### config.mk
export PLATFORM = sky130hd
export DESIGN_NAME = sof_framed_packet_receiver
export DESIGN_NICKNAME = d
export VERILOG_FILES = /design/src/rtl/sfpr_pkg.sv /design/src/rtl/sof_framed_packet_receiver.sv /design/src/rtl/sfpr_frame_fsm.sv
export SDC_FILE = /design/constraint.sdc
export NUM_CORES = 1
export LEC_CHECK = 0
export ABC_AREA = 1
export BUFFER_PORTS_ARGS = -buffer_cell sky130_fd_sc_hd__buf_2
export CELL_PAD_IN_SITES_DETAIL_PLACEMENT = 1
export CELL_PAD_IN_SITES_GLOBAL_PLACEMENT = 2
export CORE_MARGIN = 5
export CORE_UTILIZATION = 31
export DETAILED_ROUTE_END_ITERATION = 12
export PLACE_DENSITY = 0.82
export RECOVER_POWER = 100
export SLEW_MARGIN = 20
export SYNTH_ARGS = -nofsm -noshare
export SYNTH_HDL_FRONTEND = slang
export SYNTH_HIERARCHICAL = 1
export SYNTH_SLANG_ARGS = --single-unit
### constraint.sdc
create_clock -name aclk -period 5.8 [get_ports aclk]
set_input_delay 1.16 -clock aclk [delete_from_list [all_inputs] [get_ports aclk]]
set_output_delay 1.16 -clock aclk [all_outputs]
set_load 0.01 [all_outputs]
### src/rtl/sfpr_pkg.sv
`timescale 1ns / 1ps
// ----------------------------------------------------------------------------
// sfpr_pkg
// Types and constants shared by the framed packet receiver modules.
// ----------------------------------------------------------------------------
package sfpr_pkg;

    // Reset value of the start byte register
    localparam logic [7:0] START_BYTE_RESET = 8'h2E;
    // Checksum is the byte sum inverted
    localparam logic [7:0] CSUM_INVERT      = 8'hFF;
    // Top value of the capture counter
    localparam logic [4:0] CAPTURE_TOP      = 5'd31;

    // Frame status codes
    localparam logic [1:0] ST_OK    = 2'd0;
    localparam logic [1:0] ST_BAD   = 2'd1;
    localparam logic [1:0] ST_TRUNC = 2'd2;

    // Result kinds
    localparam logic KIND_DATA  = 1'b0;
    localparam logic KIND_FRAME = 1'b1;

    // Receiver phase, one-hot
    typedef enum logic [4:0] {
        PH_WAIT = 5'b00001,
        PH_CMD  = 5'b00010,
        PH_LEN  = 5'b00100,
        PH_DATA = 5'b01000,
        PH_CSUM = 5'b10000
    } phase_t;

    // One result transaction
    typedef struct packed {
        logic       ack_request;
        logic [1:0] frame_status;
        logic [7:0] expected_checksum;
        logic [7:0] received_checksum;
        logic [3:0] data_position;
        logic [7:0] data_value;
        logic [7:0] frame_length;
        logic [7:0] frame_command;
        logic       kind;
    } result_t;

endpackage

### src/rtl/sof_framed_packet_receiver.sv
`timescale 1ns / 1ps
// ----------------------------------------------------------------------------
// sof_framed_packet_receiver
// Start-of-frame packet receiver with additive checksum check.
// ----------------------------------------------------------------------------
// Takes one received byte per cycle while s_tready is high, and gives its result
// in the next cycle from a single output register. The frame state updates
// per byte, so the rate is set by that register alone: a new byte is taken
// whenever the output register is empty or being drained in the same cycle.
// Data bytes of a frame give one data transaction each (the first BUF_DEPTH
// of them); the checksum byte gives one frame transaction with status and
// acknowledge request. Other bytes give no transaction.
// ----------------------------------------------------------------------------
module sof_framed_packet_receiver
    import sfpr_pkg::*;
#(
    parameter int BUF_DEPTH = 16
) (
    input  logic        aclk,
    input  logic        aresetn,
    // Configuration: start byte
    input  logic        cfg_wr_en,
    input  logic [7:0]  cfg_wr_data,
    // Received bytes
    input  logic        s_tvalid,
    output logic        s_tready,
    input  logic [7:0]  s_tdata,   // [7:0] rx_byte
    // Results
    output logic        m_tvalid,
    input  logic        m_tready,
    output logic [47:0] m_tdata,   // [7:0] frame_command, [15:8] frame_length,
                                   // [23:16] data_value, [27:24] data_position,
                                   // [35:28] received_checksum,
                                   // [43:36] expected_checksum,
                                   // [45:44] frame_status, [46] ack_request,
                                   // [47] zero
    output logic        m_tuser    // [0] kind
);

    logic [7:0] start_reg;
    logic       in_fire;
    logic       res_valid;
    result_t    res;
    logic       out_valid_reg, out_valid_next;
    result_t    out_reg;

    // Hold the start byte
    always_ff @(posedge aclk) begin
        if (!aresetn) begin
            start_reg <= START_BYTE_RESET;
        end else if (cfg_wr_en) begin
            start_reg <= cfg_wr_data;
        end
    end

    assign s_tready = !out_valid_reg || m_tready;
    assign in_fire  = s_tvalid && s_tready;

    sfpr_frame_fsm #(
        .BUF_DEPTH (BUF_DEPTH)
    ) u_fsm (
        .aclk       (aclk),
        .aresetn    (aresetn),
        .start_byte (start_reg),
        .in_fire    (in_fire),
        .rx_byte    (s_tdata),
        .res_valid  (res_valid),
        .res        (res)
    );

    // Load the output register on each input transaction, clear when taken
    always_comb begin
        out_valid_next = out_valid_reg;
        if (in_fire) begin
            out_valid_next = res_valid;
        end else if (m_tready) begin
            out_valid_next = 1'b0;
        end
    end

    always_ff @(posedge aclk) begin
        if (!aresetn) begin
            out_valid_reg <= 1'b0;
        end else begin
            out_valid_reg <= out_valid_next;
        end
    end

    always_ff @(posedge aclk) begin
        if (in_fire) begin
            out_reg <= res;
        end
    end

    assign m_tvalid = out_valid_reg;
    assign m_tuser  = out_reg.kind;
    assign m_tdata  = {1'b0,
                       out_reg.ack_request,
                       out_reg.frame_status,
                       out_reg.expected_checksum,
                       out_reg.received_checksum,
                       out_reg.data_position,
                       out_reg.data_value,
                       out_reg.frame_length,
                       out_reg.frame_command};

endmodule

### src/rtl/sfpr_frame_fsm.sv
`timescale 1ns / 1ps
// ----------------------------------------------------------------------------
// sfpr_frame_fsm
// Frame parser: holds the receiver phase, header and running sum, and forms
// the result caused by the byte presented on rx_byte.
// ----------------------------------------------------------------------------
module sfpr_frame_fsm
    import sfpr_pkg::*;
#(
    parameter int BUF_DEPTH = 16
) (
    input  logic       aclk,
    input  logic       aresetn,
    input  logic [7:0] start_byte,
    input  logic       in_fire,
    input  logic [7:0] rx_byte,
    output logic       res_valid,
    output result_t    res
);

    localparam logic [7:0] DEPTH_B = 8'(BUF_DEPTH);

    phase_t     phase_reg, phase_next;
    logic [7:0] command_reg, command_next;
    logic [7:0] length_reg, length_next;
    logic [7:0] left_reg, left_next;
    logic [7:0] sum_reg, sum_next;
    logic [4:0] count_reg, count_next;
    logic       trunc_reg, trunc_next;

    logic [7:0] expect_csum;
    logic       capture;
    logic [1:0] status;

    assign expect_csum = sum_reg ^ CSUM_INVERT;
    assign capture     = ({3'b000, count_reg} < DEPTH_B) && (count_reg < CAPTURE_TOP);
    assign status      = trunc_reg ? ST_TRUNC :
                         ((rx_byte == expect_csum) ? ST_OK : ST_BAD);

    // Next state and result for the presented byte
    always_comb begin
        phase_next   = phase_reg;
        command_next = command_reg;
        length_next  = length_reg;
        left_next    = left_reg;
        sum_next     = sum_reg;
        count_next   = count_reg;
        trunc_next   = trunc_reg;
        res_valid    = 1'b0;
        res          = '0;
        res.frame_command = command_reg;
        res.frame_length  = length_reg;
        case (phase_reg)
            PH_WAIT: begin
                if (rx_byte == start_byte) begin
                    phase_next = PH_CMD;
                end
            end
            PH_CMD: begin
                command_next = rx_byte;
                sum_next     = rx_byte;
                phase_next   = PH_LEN;
            end
            PH_LEN: begin
                length_next = rx_byte;
                sum_next    = sum_reg + rx_byte;
                count_next  = '0;
                if (rx_byte == 8'd0) begin
                    phase_next = PH_CSUM;
                end else begin
                    trunc_next = (rx_byte > DEPTH_B);
                    left_next  = rx_byte;
                    phase_next = PH_DATA;
                end
            end
            PH_DATA: begin
                sum_next = sum_reg + rx_byte;
                if (capture) begin
                    res_valid          = 1'b1;
                    res.kind           = KIND_DATA;
                    res.data_value     = rx_byte;
                    res.data_position  = count_reg[3:0];
                    count_next         = count_reg + 5'd1;
                end
                left_next = left_reg - 8'd1;
                if (left_reg == 8'd1) begin
                    phase_next = PH_CSUM;
                end
            end
            PH_CSUM: begin
                res_valid             = 1'b1;
                res.kind              = KIND_FRAME;
                res.received_checksum = rx_byte;
                res.expected_checksum = expect_csum;
                res.frame_status      = status;
                res.ack_request       = (status == ST_OK);
                phase_next = PH_WAIT;
                trunc_next = 1'b0;
                count_next = '0;
                sum_next   = '0;
            end
            default: begin
                // Drop the frame on a phase code without meaning
                phase_next = PH_WAIT;
                trunc_next = 1'b0;
                count_next = '0;
                sum_next   = '0;
            end
        endcase
    end

    // Advance state on each accepted byte
    always_ff @(posedge aclk) begin
        if (!aresetn) begin
            phase_reg   <= PH_WAIT;
            command_reg <= '0;
            length_reg  <= '0;
            left_reg    <= '0;
            sum_reg     <= '0;
            count_reg   <= '0;
            trunc_reg   <= 1'b0;
        end else if (in_fire) begin
            phase_reg   <= phase_next;
            command_reg <= command_next;
            length_reg  <= length_next;
            left_reg    <= left_next;
            sum_reg     <= sum_next;
            count_reg   <= count_next;
            trunc_reg   <= trunc_next;
        end
    end

    // An acknowledge only comes with an OK frame report
    assert property (@(posedge aclk) disable iff (!aresetn)
        (res_valid && res.ack_request) |->
            (res.kind == KIND_FRAME && res.frame_status == ST_OK))
        else $error("ack requested without OK frame");

    // A frame report closes the frame
    assert property (@(posedge aclk) disable iff (!aresetn)
        (in_fire && res_valid && res.kind == KIND_FRAME) |=>
            (phase_reg == PH_WAIT && count_reg == 5'd0 && sum_reg == 8'd0))
        else $error("frame not closed after report");

    // Captured positions stay within the buffer depth
    assert property (@(posedge aclk) disable iff (!aresetn)
        (res_valid && res.kind == KIND_DATA) |-> ({3'b000, count_reg} < DEPTH_B))
        else $error("data capture beyond buffer depth");

    // A truncated frame never reports OK
    assert property (@(posedge aclk) disable iff (!aresetn)
        (res_valid && res.kind == KIND_FRAME && trunc_reg) |-> (res.frame_status == ST_TRUNC))
        else $error("truncated frame not reported as TRUNC");

endmodule
==> results of run 1 <==
[synthesized netlist by cell type (all sizes together)]
master  instances
nand2          89
nor2           65
a21oi          52
dfxtp          52
inv            51
edfxtp         48
o21ai          40
nand3          37
ha             10
nand4          10
buf             9
clkbuf          8
nor3            8
or2             3
xnor2           3
xor2            3
and3            2
a21boi          1
clkinv          1
conb            1
fa              1
nand2b          1
nor4            1
o21bai          1
[metal layers]
metal,vias to the layer above,part of all wire
li1,1793,-
met1,1753,0.46
met2,72,0.47
met3,12,0.047
met4,0,0.016
met5,-,0
[cell families (layout without fill, tap and decap cells)]
logic type,count (synthesis),in the layout,synth area share
simple gates,216,216,0.2190
flops,100,100,0.5614
buf+inv,69,139,0.06650
xor+xnor,6,6,0.01189
fa+ha+maj,11,11,0.03282
compound gates,94,94,0.1075
other cells,1,1,0.0008481
[how the worst max path moves through the flow]
stage	startpoint	end	slack, ns	cells past startpoint
2_1_floorplan	s_tvalid	u_fsm/trunc_reg	0.99	7
3_3_place_gp	m_tready	u_fsm/count_reg[3]	2.56	9
3_5_place_dp	m_tready	u_fsm/count_reg[3]	2.43	9
4_1_cts	m_tready	u_fsm/count_reg[3]	2.78	9
5_1_grt	aresetn	u_fsm/count_reg[3]	2.02	5
6_report	aresetn	u_fsm/count_reg[3]	2.30	5
[layout by cell type, fill, tap and decap left out, types with 2 or more instances in the layout]
cell	synthesis	routed
nor3_1	7	7
and3_1	2	2
inv_1	44	45
nand4_1	9	10
buf_2	4	18
clkbuf_1	8	52
edfxtp_1	48	48
nand2_2	2	2
inv_8	1	2
o21ai_1	6	2
nor2_1	58	61
xnor2_1	3	3
a21oi_1	52	52
or2_2	3	3
clkinv_4	0	3
ha_1	10	10
nand2_1	87	87
dfxtp_1	52	52
o21ai_0	34	38
xor2_1	3	3
clkbuf_16	0	9
nor2_2	6	4
inv_2	6	5
nand3_1	36	37
[power groups by stage]
stage               Combinational [mW]  Sequential [mW]  Clock [mW]
global route                     0.464            0.863       0.619
CTS                              0.418            0.856       0.595
global placement                 0.402            0.870           0
floorplan                        0.299            0.867           0
finish                           0.402            0.856       0.577
detailed placement               0.415            0.871           0
[worst register-to-register path, stage by stage (launching register included)]
cell and delay, ns:
dfxtp_1 0.37, nor2_1 0.22, nand4_1 0.64, nand2_2 0.50
nand3_1 0.41, inv_1 0.33, o21ai_0 0.13, a21oi_1 0.14
[final cells by class]
class	instances	area (um2)
flip-flops and latches	100	2482
clock buffers	9	225.2
multi-input cells	328	1622
repair buffers	71	292.8
inverters	52	202.7
fillers	1701	8826
well taps	180	225.2
clock inverters	7	58.81
[metrics by stage]
| stage | utilization | hold slack (ns) | area, um2 | power [mW] | setup WS [ns] |
|---|---|---|---|---|---|
| 6_report | 0.3666 | 0.4318 | 5109 | 1.835 | 2.302 |
| 2_1_floorplan | - | 0.4030 | 4422 | 1.166 | 0.9930 |
| 3_5_place_dp | 0.3534 | 0.4118 | 4925 | 1.285 | 2.429 |
| 4_1_cts | 0.3738 | 0.4320 | 5209 | 1.869 | 2.784 |
| 5_1_grt | 0.3666 | 0.4389 | 5109 | 1.947 | 2.018 |
| 3_3_place_gp | 0.3534 | 0.4142 | 4925 | 1.272 | 2.556 |
==> metrics.md, run 1 <==
| Metric | Value |
|---|---|
| Status | finished, final reports clean |
| Post-Syn Nets | 529 |
| First-pass GRT wire length | 19050 um |
| Unique cell type count in the Yosys netlist | 35 |
| Hold Path Depth | 0 |
| Post-route DRC violation count | 0 |
| Switching share of power | 0.3261 |
| Post-Route WL | 11990 um |
| Max reg flops | 47 |
| CTS Buf Count | 9 |
| Final setup viols | 0 |
| Post-synthesis area per instance | 8.897 um2 |
| Worst slew pin tran | 1.449 ns |
| Max IR drop VDD | 0.0001304 V |
| Crit-path cells | clkbuf_1, clkinv_1, a21oi_1, nand2_1, nor2_1 |
| Max incr delay on CP | 1.02 ns |
| Most crowded layer after global routing | met2 |
| Starting DRC count in detailed routing | 206 |
| CP max stage cell | clkbuf_1 |
| Die width | 129.4 um |
| Max Fclk | 285.9 MHz |
| Global route overflow | 0 |
| Core Area | 13930 um2 |
| Switching power | 0.5983 mW |
| CTS sink count | 100 |
| Sequential area share after synthesis | 0.5614 |
| Hold path startpoint | u_fsm/command_reg[4] |
| Placed cells | 731 |
| Endpoint class of the critical path | register |
| DP Wirelength | 8591 um |
| Initial Util | 0.3173 |
| Reg-to-reg slack, setup | 2.98 ns |
| Crit path DAT | 3.78 ns |
| ANT nets after route | 0 |
| # nets final | 594 |
| Max-Cap Viols | 0 |
| Family with the most delay on the worst path | buffers and inverters |
| WS Path Type | primary input to register |
| Post-Synthesis Cells | 497 |
| Cell accounting for the most synthesized area | edfxtp_1 |
| R2R Path End | u_fsm/left_reg[2] |
| Reg clk slew, reported paths | 0.07 ns |
| # diodes | 0 |
| Largest net degree at the start of global routing | 63 |
| Clk_lat worst skew | 0.35 ns |
| CTS tree | done |
| Pwr Density | 359.1 nW/um2 |
| CTS max path bufs | 2 |
| Number of synthesized register bits | 100 |
| Die area | 16750 um2 |
| Total number of vias | 3630 |
| Clock Power Share | 0.314 |
| CP Launch Type | primary input |
| RR Startpoint | u_fsm/phase_reg[0] |
| IO Count | 72 |
| Skew final | 0.007103 ns |
| Met3 Track Usage GR | 0.02514 |
| CTS HTree Levels | 3 |
| GP Congestion | 0.7961 |
| Post_cts resized | 0 |
| Initial antenna violation count | 0 |
| Layout cells sized above 1 | 0.09171 |
| FF-to-FF path depth | 7 |
| Synth top area share | 0.3260 |
| Synthesized area | 4422 um2 |
| Cell-internal power | 1.236 mW |
| Vias in the first global route | 3693 |
| Largest cells by area after synthesis | edfxtp_1 33%, dfxtp_1 24%, nand2_1 7.4% |
| Relative slew slack | 0.03369 |
| FP Rows | 43 |
| Number of I/O port buffers | 70 |
| Hold crit path type | register to register |
| Root buffer cell | clkbuf_16 |
| Iteration count of the initial detailed-routing pass | 4 |
| CP bufs+invs | 2 |
| Hold path endpoint | m_tdata[4] |
| Final Critical Period | 3.498 ns |
| Syn-to-layout area delta | 15.53% |
| Final hold violations | 0 |
| Worst Path Max Fanout | 35 |
| Via density per instance | 4.859 |
| Met1 usage | 0.1929 |
| RSZ-0062 raised after global routing | false |
| GR Util All Layers | 0.1463 |
| Die Ht | 129.4 um |
| WP data required | 6.08 ns |
| Synth Warn # | 6 |
| Met2 usage | 0.2442 |
| Non-filler cells, final | 747 |
| Post-CTS setup buffers | 0 |
| Logic pwr share | 0.219 |
| Pleak | 2.091 nW |
| Post-CTS Hold Buffers | 0 |
| Final Max Tran Viols | 0 |
| Sequential cell fraction of total power | 0.466 |
| Setup TNS | 0 ns |
| Post-DR wirelength/cell | 16.05 um |
| Fin crit share | 0.6032 |
No activity file was read; power rests on OpenSTA's default activity.
==> run 2: changes to the inputs <==
--- a/config.mk
+++ b/config.mk
@@ -10,9 +10,9 @@
 export CELL_PAD_IN_SITES_DETAIL_PLACEMENT = 1
 export CELL_PAD_IN_SITES_GLOBAL_PLACEMENT = 2
 export CORE_MARGIN = 5
-export CORE_UTILIZATION = 31
+export CORE_UTILIZATION = 34
 export DETAILED_ROUTE_END_ITERATION = 12
-export PLACE_DENSITY = 0.82
+export PLACE_DENSITY = 0.85
 export RECOVER_POWER = 100
 export SLEW_MARGIN = 20
 export SYNTH_ARGS = -nofsm -noshare
==> constraint.sdc (replaced) <==
create_clock -name aclk -period 3.55 [get_ports aclk]
set_input_delay 0.71 -clock aclk [delete_from_list [all_inputs] [get_ports aclk]]
set_output_delay 0.71 -clock aclk [all_outputs]
set_load 0.01 [all_outputs]
==> metrics.md, run 2 (same netlist as run 1, synthesis figures left out) <==
| Metric | Value |
|---|---|
| Initial Util | 0.3490 (+0.03165) |
| GR Util All Layers | 0.1713 (+0.02500) |
| Endpoint class of the critical path | register |
| Die area | 15390 um2 (-8.2%) |
| Layout cells sized above 1 | 0.09424 (+0.002530) |
| Final hold violations | 0 (unchanged) |
| Post-CTS Hold Buffers | 0 (unchanged) |
| Final Max Tran Viols | 0 (unchanged) |
| DP Wirelength | 9031 um (+5.1%) |
| CTS tree | done |
| Max reg flops | 47 (unchanged) |
| Clk_lat worst skew | 0.35 ns (about the same) |
| Max Fclk | 365.1 MHz |
| Final Critical Period | 2.739 ns |
| Max IR drop VDD | 0.0002014 V (+54%) |
| Relative slew slack | 0.04008 (+0.006381) |
| WS Path Type | register to register |
| Total number of vias | 3738 (+3.0%) |
| Max-Cap Viols | 0 (unchanged) |
| # nets final | 600 (+1.0%) |
| Number of I/O port buffers | 70 (unchanged) |
| FP Rows | 41 (-4.7%) |
| Worst slew pin tran | 1.440 ns (-0.009572 ns) |
| Crit path DAT | 3.01 ns (-0.77 ns) |
| Global route overflow | 0 (unchanged) |
| Worst setup path start | u_fsm/phase_reg[0] |
| IO Count | 72 (unchanged) |
| Die Ht | 124.0 um (-4.2%) |
| Power Total | 3.027 mW (+65%) |
| Worst Path Max Fanout | 17 (-51%) |
| CTS max path bufs | 2 (unchanged) |
| Hold crit path type | register to register |
| # diodes | 0 (unchanged) |
| Skew final | 0.009465 ns (+0.002362 ns) |
| Fin crit share | 0.7716 |
| CTS Buf Count | 9 (unchanged) |
| Final core utilization | 0.4053 (+0.03864) |
| WHS | 0.4332 ns (+0.001397 ns) |
| Most common cell after layout, fill and taps aside | nand2_1 |
| GP Congestion | 0.7968 (about the same) |
| Syn-to-layout area delta | 16.13% |
| Placed cells | 729 (-0.27%) |
| Pwr Density | 589.6 nW/um2 (+64%) |
| Core Area | 12670 um2 (-9.1%) |
| CP Launch Type | register |
| Fillers | 1555 (-8.6%) |
| Final setup viols | 0 (unchanged) |
| Post-route DRC violation count | 0 (unchanged) |
| Non-filler cells, final | 745 (-0.27%) |
| Commonest non-fill, non-tap cells in the layout | 88 x nand2_1, 61 x nor2_1, 54 x clkbuf_1 |
| Iteration count of the initial detailed-routing pass | 4 (unchanged) |
| Largest net degree at the start of global routing | 39 (-38%) |
| CTS sink count | 100 (unchanged) |
| Post-DR wirelength/cell | 16.92 um (+5.4%) |
| Via density per instance | 5.017 (+3.3%) |
| Post-CTS setup buffers | 0 (unchanged) |
| First-pass GRT wire length | 20060 um (+5.3%) |
| Die width | 124.0 um (-4.2%) |
| Initial antenna violation count | 0 (unchanged) |
| RR Startpoint | u_fsm/phase_reg[0] |
| RSZ-0062 raised after global routing | false |
| CTS HTree Levels | 3 (unchanged) |
| Setup TNS | 0 ns (unchanged) |
| Post-Route WL | 12600 um (+5.1%) |
| WP data required | 3.82 ns (-2.26 ns) |
| Starting DRC count in detailed routing | 248 (+20%) |
| Pleak | 2.106 nW (+0.70%) |
| Vias in the first global route | 3903 (+5.7%) |
| Reg clk slew, reported paths | 0.08 ns (about the same) |
| Status | finished, final reports clean |
| Hold path startpoint | u_fsm/length_reg[5] |
| Root buffer cell | clkbuf_16 |
| Post_cts resized | 0 (unchanged) |
| ANT nets after route | 0 (unchanged) |
-- run 2: cell count changes in the layout (fill, tap and decap cells not counted), moves of 2 or more --
cell        change
clkinvlp_4      +2
clkinv_4        -3
clkbuf_1        +2
buf_4           +2
-- run 2: cell type report --
class,count,area [um2],share of cell area
sequential,100,2482,0.4834
multi-input combinational,328,1619,0.3153
timing repair buffer,77,331.6,0.06457
clock buffer,9,225.2,0.04386
tap,172,215.2,0.04191
inverter,52,202.7,0.03947
clock inverter,7,58.81,0.01145
-- run 2: through the flow --
step | worst slack [ns] | cell area (um2)
final | 0.8108 | 5135
after global routing | 0.5591 | 5135
after CTS | 1.294 | 5248
after detailed placement | 1.161 | 4964
after global placement | 1.220 | 4945
after floorplan | 0.2546 | 4425
-- run 2: worst max-delay path, stage by stage, from the launching register on --
cell     delay, ns
dfxtp_1       0.38
nor2_1        0.24
nand4_1       0.73
nand2_2       0.54
nand3_2       0.29
inv_1         0.22
o21ai_0       0.11
a21oi_1       0.15
-- run 2: worst paths after layout --
kind | depth (start not counted) | endpoint | slack (ns)
setup reg to reg | 7 | u_fsm/left_reg[2] | 0.81
setup / recovery | 7 | u_fsm/left_reg[2] | 0.81
hold reg to reg | 0 | m_tdata[13] | 0.43
hold / removal | 0 | m_tdata[13] | 0.43
-- run 2: per-layer routing --
layer / routed length, um / part of all wire / vias up / global-route usage
li1: - / - / 1806 / -
met1: 5659 / 0.45 / 1826 / 0.2155
met2: 6039 / 0.48 / 90 / 0.2895
met3: 704 / 0.056 / 16 / 0.03951
met4: 199 / 0.016 / 0 / 0.05886
met5: 0 / 0 / - / 0
-- run 2: report_power, final --
group	switching (mW)	internal [mW]
Sequential	0.0813	1.31
Clock	0.469	0.487
Combinational	0.453	0.223
